**config.mk**
```make
export PLATFORM = sky130hd
export DESIGN_NAME = bpe_cell
export DESIGN_NICKNAME = d
export VERILOG_FILES = /design/src/rtl/bpe_pkg.sv /design/src/rtl/bpe_cell.sv
export SDC_FILE = /design/constraint.sdc
export NUM_CORES = 1
export LEC_CHECK = 0
export BUFFER_PORTS_ARGS = -buffer_cell sky130_fd_sc_hd__buf_4
export CORE_AREA = 2 2 181 219
export CTS_CLUSTER_SIZE = 40
export DETAILED_ROUTE_END_ITERATION = 7
export DIE_AREA = 0 0 183 221
export PLACE_DENSITY = 0.79
export SYNTH_ARGS = -nofsm -noshare
export SYNTH_HDL_FRONTEND = slang
export SYNTH_SLANG_ARGS = --single-unit
```
**constraint.sdc**
```tcl
create_clock -name clk -period 13.74 [get_ports clk]
set_input_delay 4.122 -clock clk [delete_from_list [all_inputs] [get_ports clk]]
set_output_delay 4.122 -clock clk [all_outputs]
set_load 0.005 [all_outputs]
```
**src/rtl/bpe_pkg.sv**
```systemverilog
// Shared constants for the bezier point evaluator.
// Used by bpe_cell, bezier_point_evaluator and bpe_checker.
package bpe_pkg;

	localparam int MAX_POINTS_DEF = 4;
	localparam int COORD_BITS_DEF = 16;
	localparam int NUM_POINT_REGS = 4;

	localparam int CNT_W = 3;
	localparam int T_W = 17;
	localparam int T_FRAC = 16;
	localparam logic [T_W-1:0] T_ONE = 17'h10000;

	localparam int HALF_W = 16;
	localparam int OUT_W = 16;
	localparam int CFG_W = 32;
	localparam int REG_IDX_W = 3;
	localparam int S_TDATA_W = 24;
	localparam int M_TDATA_W = 32;

	localparam logic [REG_IDX_W-1:0] REG_POINT_COUNT = 3'd0;
	localparam logic [REG_IDX_W-1:0] REG_POINT_A = 3'd1;
	localparam logic [REG_IDX_W-1:0] REG_POINT_B = 3'd2;
	localparam logic [REG_IDX_W-1:0] REG_POINT_C = 3'd3;
	localparam logic [REG_IDX_W-1:0] REG_POINT_D = 3'd4;

endpackage

```
**src/rtl/bpe_cell.sv**
```systemverilog
// One interpolation cell: registered a + floor((b - a) * t / 2^16) on x and y, or a when en is low.
// Depends on bpe_pkg.
module bpe_cell #(
	parameter int CW = bpe_pkg::COORD_BITS_DEF
) (
	input  logic                        clk,
	input  logic                        ce,
	input  logic                        en,
	input  logic [bpe_pkg::T_W-1:0]     t,
	input  logic signed [CW-1:0]        ax,
	input  logic signed [CW-1:0]        ay,
	input  logic signed [CW-1:0]        bx,
	input  logic signed [CW-1:0]        by,
	output logic signed [CW-1:0]        px_q,
	output logic signed [CW-1:0]        py_q
);
	import bpe_pkg::*;

	localparam int PW = CW + T_W + 2;

	logic signed [CW:0]   dx, dy;
	logic signed [T_W:0]  ts;
	logic signed [PW-1:0] mx, my;
	logic [CW-1:0]        nx, ny;

	assign ts = $signed({1'b0, t});
	assign dx = $signed({bx[CW-1], bx}) - $signed({ax[CW-1], ax});
	assign dy = $signed({by[CW-1], by}) - $signed({ay[CW-1], ay});
	assign mx = dx * ts;
	assign my = dy * ts;
	// arithmetic shift of the product is the floor; result stays between a and b
	assign nx = ax + mx[T_FRAC +: CW];
	assign ny = ay + my[T_FRAC +: CW];

	always_ff @(posedge clk) begin
		if (ce) begin
			px_q <= en ? $signed(nx) : ax;
			py_q <= en ? $signed(ny) : ay;
		end
	end

endmodule

```
Word level (Yosys, flattened, before mapping)
Index checks and enable logic that the tools add are counted.

Register bits after elaboration: 32. Bits of input ports: 84. Output and inout port bits: 32. Logic and storage cells: 10.

$add $sub $neg: 4. Multipliers: 2. Muxes and demuxes: 2.

Operators with widths (count): multiplier 17 x 18 -> 32 bit (2); subtractor 16 x 16 -> 17 bit (2); adder 16 bit (2); 2-to-1 mux 16 bit (2).

Longest topological paths before layout
Depth in word-level cells: 4. Mapped depth: 45. Depth with buffers taken out: 44.

Worst setup path before layout
Ideal clock, no wire load.

Path kind: input to register. Start: in by[0]. End: reg py_q[15] (data pin). Library setup time: 258 ps. Arrival time: 13115 ps. Data required time: 13482 ps. Path slack: 368 ps. Stages: 43. Buffers on the path: 1. Path through: inv_1 > ha_1 > fa_1 > nand2b_1 > a21oi_1 > o211ai_1 > nand2_1 > a21o_1 > a21oi_1 > o21bai_1 > a21oi_1 > xnor2_1 > clkbuf_1 > nand2_1 > fa_1 > fa_1 > inv_1 > fa_1 > (+7 left out) > a21o_1 > a21oi_1 > o221ai_1 > a311oi_2 > a211oi_1 > o21ai_1 > nand2b_1 > a21oi_1 > xnor2_1 > ha_1 > and2_1 > o41ai_1 > o21ai_1 > xnor2_1 > xnor2_1 > xnor2_1 > mux2_2 > xnor2_1.

Longest elaborated chain between the ends: 4.

RTL lines: start: declaration (RTL line bpe_cell.sv:13) `input logic signed [CW-1:0] by,`; subtractor 16 x 16 -> 17 bit (RTL line bpe_cell.sv:28) `assign dy = $signed({by[CW-1], by}) - $signed({ay[CW-1], ay});`; multiplier 17 x 18 -> 32 bit (RTL line bpe_cell.sv:30) `assign my = dy * ts;`; adder 16 bit (RTL line bpe_cell.sv:33) `assign ny = ay + my[T_FRAC +: CW];`; 2-to-1 mux 16 bit (RTL line bpe_cell.sv:38) `py_q <= en ? $signed(ny) : ay;`; end signal: assignment (RTL line bpe_cell.sv:38); end: declaration (RTL line bpe_cell.sv:15) `output logic signed [CW-1:0] py_q`.

Every way passes these cells. A chain may end at the register's enable or synchronous reset.

Worst setup path after layout
Start: in ay[1]. End: reg py_q[15] (data pin).

Longest elaborated chain between the ends: 4.

RTL lines: start: declaration (RTL line bpe_cell.sv:11) `input logic signed [CW-1:0] ay,`; subtractor 16 x 16 -> 17 bit (RTL line bpe_cell.sv:28); multiplier 17 x 18 -> 32 bit (RTL line bpe_cell.sv:30); adder 16 bit (*) (RTL line bpe_cell.sv:33); 2-to-1 mux 16 bit (*) (RTL line bpe_cell.sv:38).

Every way passes the cells marked *; elsewhere a longest branch is shown, timed or not.

==> run metrics <==
stages on the worst setup path 44; initial antenna violation count 0; layout overhead on the synthesized area 8.80%; endpoint type of the worst setup path flip-flop; post-DP HPWL approximately 44 mm; status finished, final reports clean; IO Port Bufs 115; Synth async-reset ratio 0%; Rows approximately 80; global-route wire length before repair 92.6 mm; CP dominant cell by count fa_1; Synth Instances 2,581; flops & latches, synth 32; max layer used met4; GP Congestion 0.877; TritonRoute pass-1 iters 5; EDFF count, synth 32; Max Clk Rate between 0.07 and 0.08 GHz; via count 17,400; CTS buffer count 5; 1st-iter DRT viols about 840; Clock Tree Buf Depth 2; Layout Cells excl Fill 3,161; Core Area 38,400 µm²; relative slew slack a little over two fifths; Worst-Margin Slew roughly 0.85 ns; Tmin final 13.43 ns; Unique masters post-synth 60; Initial Util 58.2%; multi-input logic area 18,700 µm²; Avg Cell Area, Syn 8.65 µm²; CTS Sinks 32; Vias/cell 5.51; Core Util, Final 63.3%; arrival time worst endpoint 13.48 ns; CTS tree done; Fillers 3,234; leading area contributor after synthesis fa_1; setup ws final 0.308 ns; Tot GR Track Use 28.4%; top-count cell post-synth inv_1; post-route antenna net violation count 0; Ant. Diodes 0; DR WL/cell 17.4 µm; Ports 116; buffer and inverter count on the worst path 7; Die X 183 µm; Worst EP required 13.78 ns; CTS H-tree depth 2; Syn Nets between 3,000 and 4,000; Mapped Area 22,300 µm²; top cells by area, synth fa_1 (40%), ha_1 (16%), inv_1 (11%); placed insts about 3,100; routed length on met1 21.2 mm; RSZ-0062 raised after global routing yes; NumNets Final 3,489; die area 40,400 µm²; GRT overflow 0; pin count of the biggest net entering global routing 66; max cap viols 0; Worst-path clk slew around 0.060 ns; endpoints failing setup 0; Top FF cell, synth edfxtp_1; worst-path fanout max 6; worst hold path type input pin to flip-flop; final wirelength 55.0 mm; Crit. Startpoint ay[1]; Reg area 961 µm²; CTS hold repair buffers 0; vias in the first global route 19,600; kind of critical path input pin to flip-flop; met3 WL between 2 and 3 mm; Crit-path slowest cell fa_1; Tcrit/Tclk final 97.8%; Setup WS pre-CTS -0.171 ns; worst hold slack 4.12 ns; met2 WL just under 30 mm; Die Y 221 µm; slowest stage delay, CP 0.53 ns; ratio of cells with drive above 1 in the final layout about 8.7%; Yosys top cell area share 40.3%; endpoints failing hold 0; CP endpoint py_q[15]$_DFFE_PP_; commonest cells in the synthesized netlist inv_1 (650), fa_1 (450), nand2_1 (360), ha_1 (280), and2_1 (166); CP Launch Type input pin; DRC viols 0; root buffer cell clkbuf_16; CP delay by family, top adder cells; Final Max Slew Viols 0; YS warnings 0; sequential fraction of the synthesis area 4.30%
cells in the final DEF, fill, tap and decap left out, drive strengths merged, types with 8 or more instances in the layout:
master,count
o21a,13
xor2,16
a21oi,69
a21o,21
o2111ai,8
nand3,23
inv,650
and2,166
fa,450
xnor2,71
a211oi,8
and3,12
nand2,360
nor3,13
o21ai,42
edfxtp,32
nor2b,80
ha,280
buf,179
o211ai,9
nor2,50
o21bai,12
nand2b,27
flip-flops by register name, summed over array words and instances, names as in the netlist:
name	cells
px_q	16
py_q	16
per-stage QoR:
stage / setup TNS, ns / area, µm²
after detailed placement: -0.295 / 23900
after CTS: 0 / 24000
after global routing: -0.0416 / 24300
after floorplan: 0 / 22300
after global placement: 0 / 23900
final: 0 / 24300
worst min-delay path by stage:
stage,startpoint,to,slack (ns),depth (start not counted)
global placement,ay[15],py_q[15]$_DFFE_PP_,4.43,2
detailed placement,ax[15],px_q[15]$_DFFE_PP_,4.43,2
floorplan,ce,px_q[0]$_DFFE_PP_,4.23,0
CTS,ax[15],px_q[15]$_DFFE_PP_,4.12,2
global route,ax[15],px_q[15]$_DFFE_PP_,4.13,2
finish,ax[15],px_q[15]$_DFFE_PP_,4.12,2
metal layers:
layer	global-route usage, %	vias up
li1	-	7912
met1	34.7	8832
met2	52.0	566
met3	3.11	121
met4	9.47	0
met5	0	-
cells by family (layout without fill, tap and decap cells):
kind of cell	count (synthesis)	count (layout)	synth area share [%]
flops	32	32	4.30
buf+inv	743	837	12.5
xor+xnor	87	87	3.51
mux	11	11	0.516
fa+ha+maj	730	730	56.0
simple gates	761	761	16.7
compound gates	217	217	6.44
area by class of cell:
cell class | count | share of cell area (%)
multi-input combinational | 1806 | 77.2
inverter | 650 | 10.0
timing repair buffer | 180 | 5.78
sequential | 32 | 3.96
tap | 486 | 2.50
clock buffer | 5 | 0.515
clock inverter | 2 | 0.0309
timing repair:
item,4_1_cts,5_1_grt
resized for setup,0,40
endpoints found under the setup margin,0,6
setup buffers,0,15
Power is left out: the tool's default activity adds up to more than one toggle a clock period on the data nets, which glitch-free logic cannot reach.
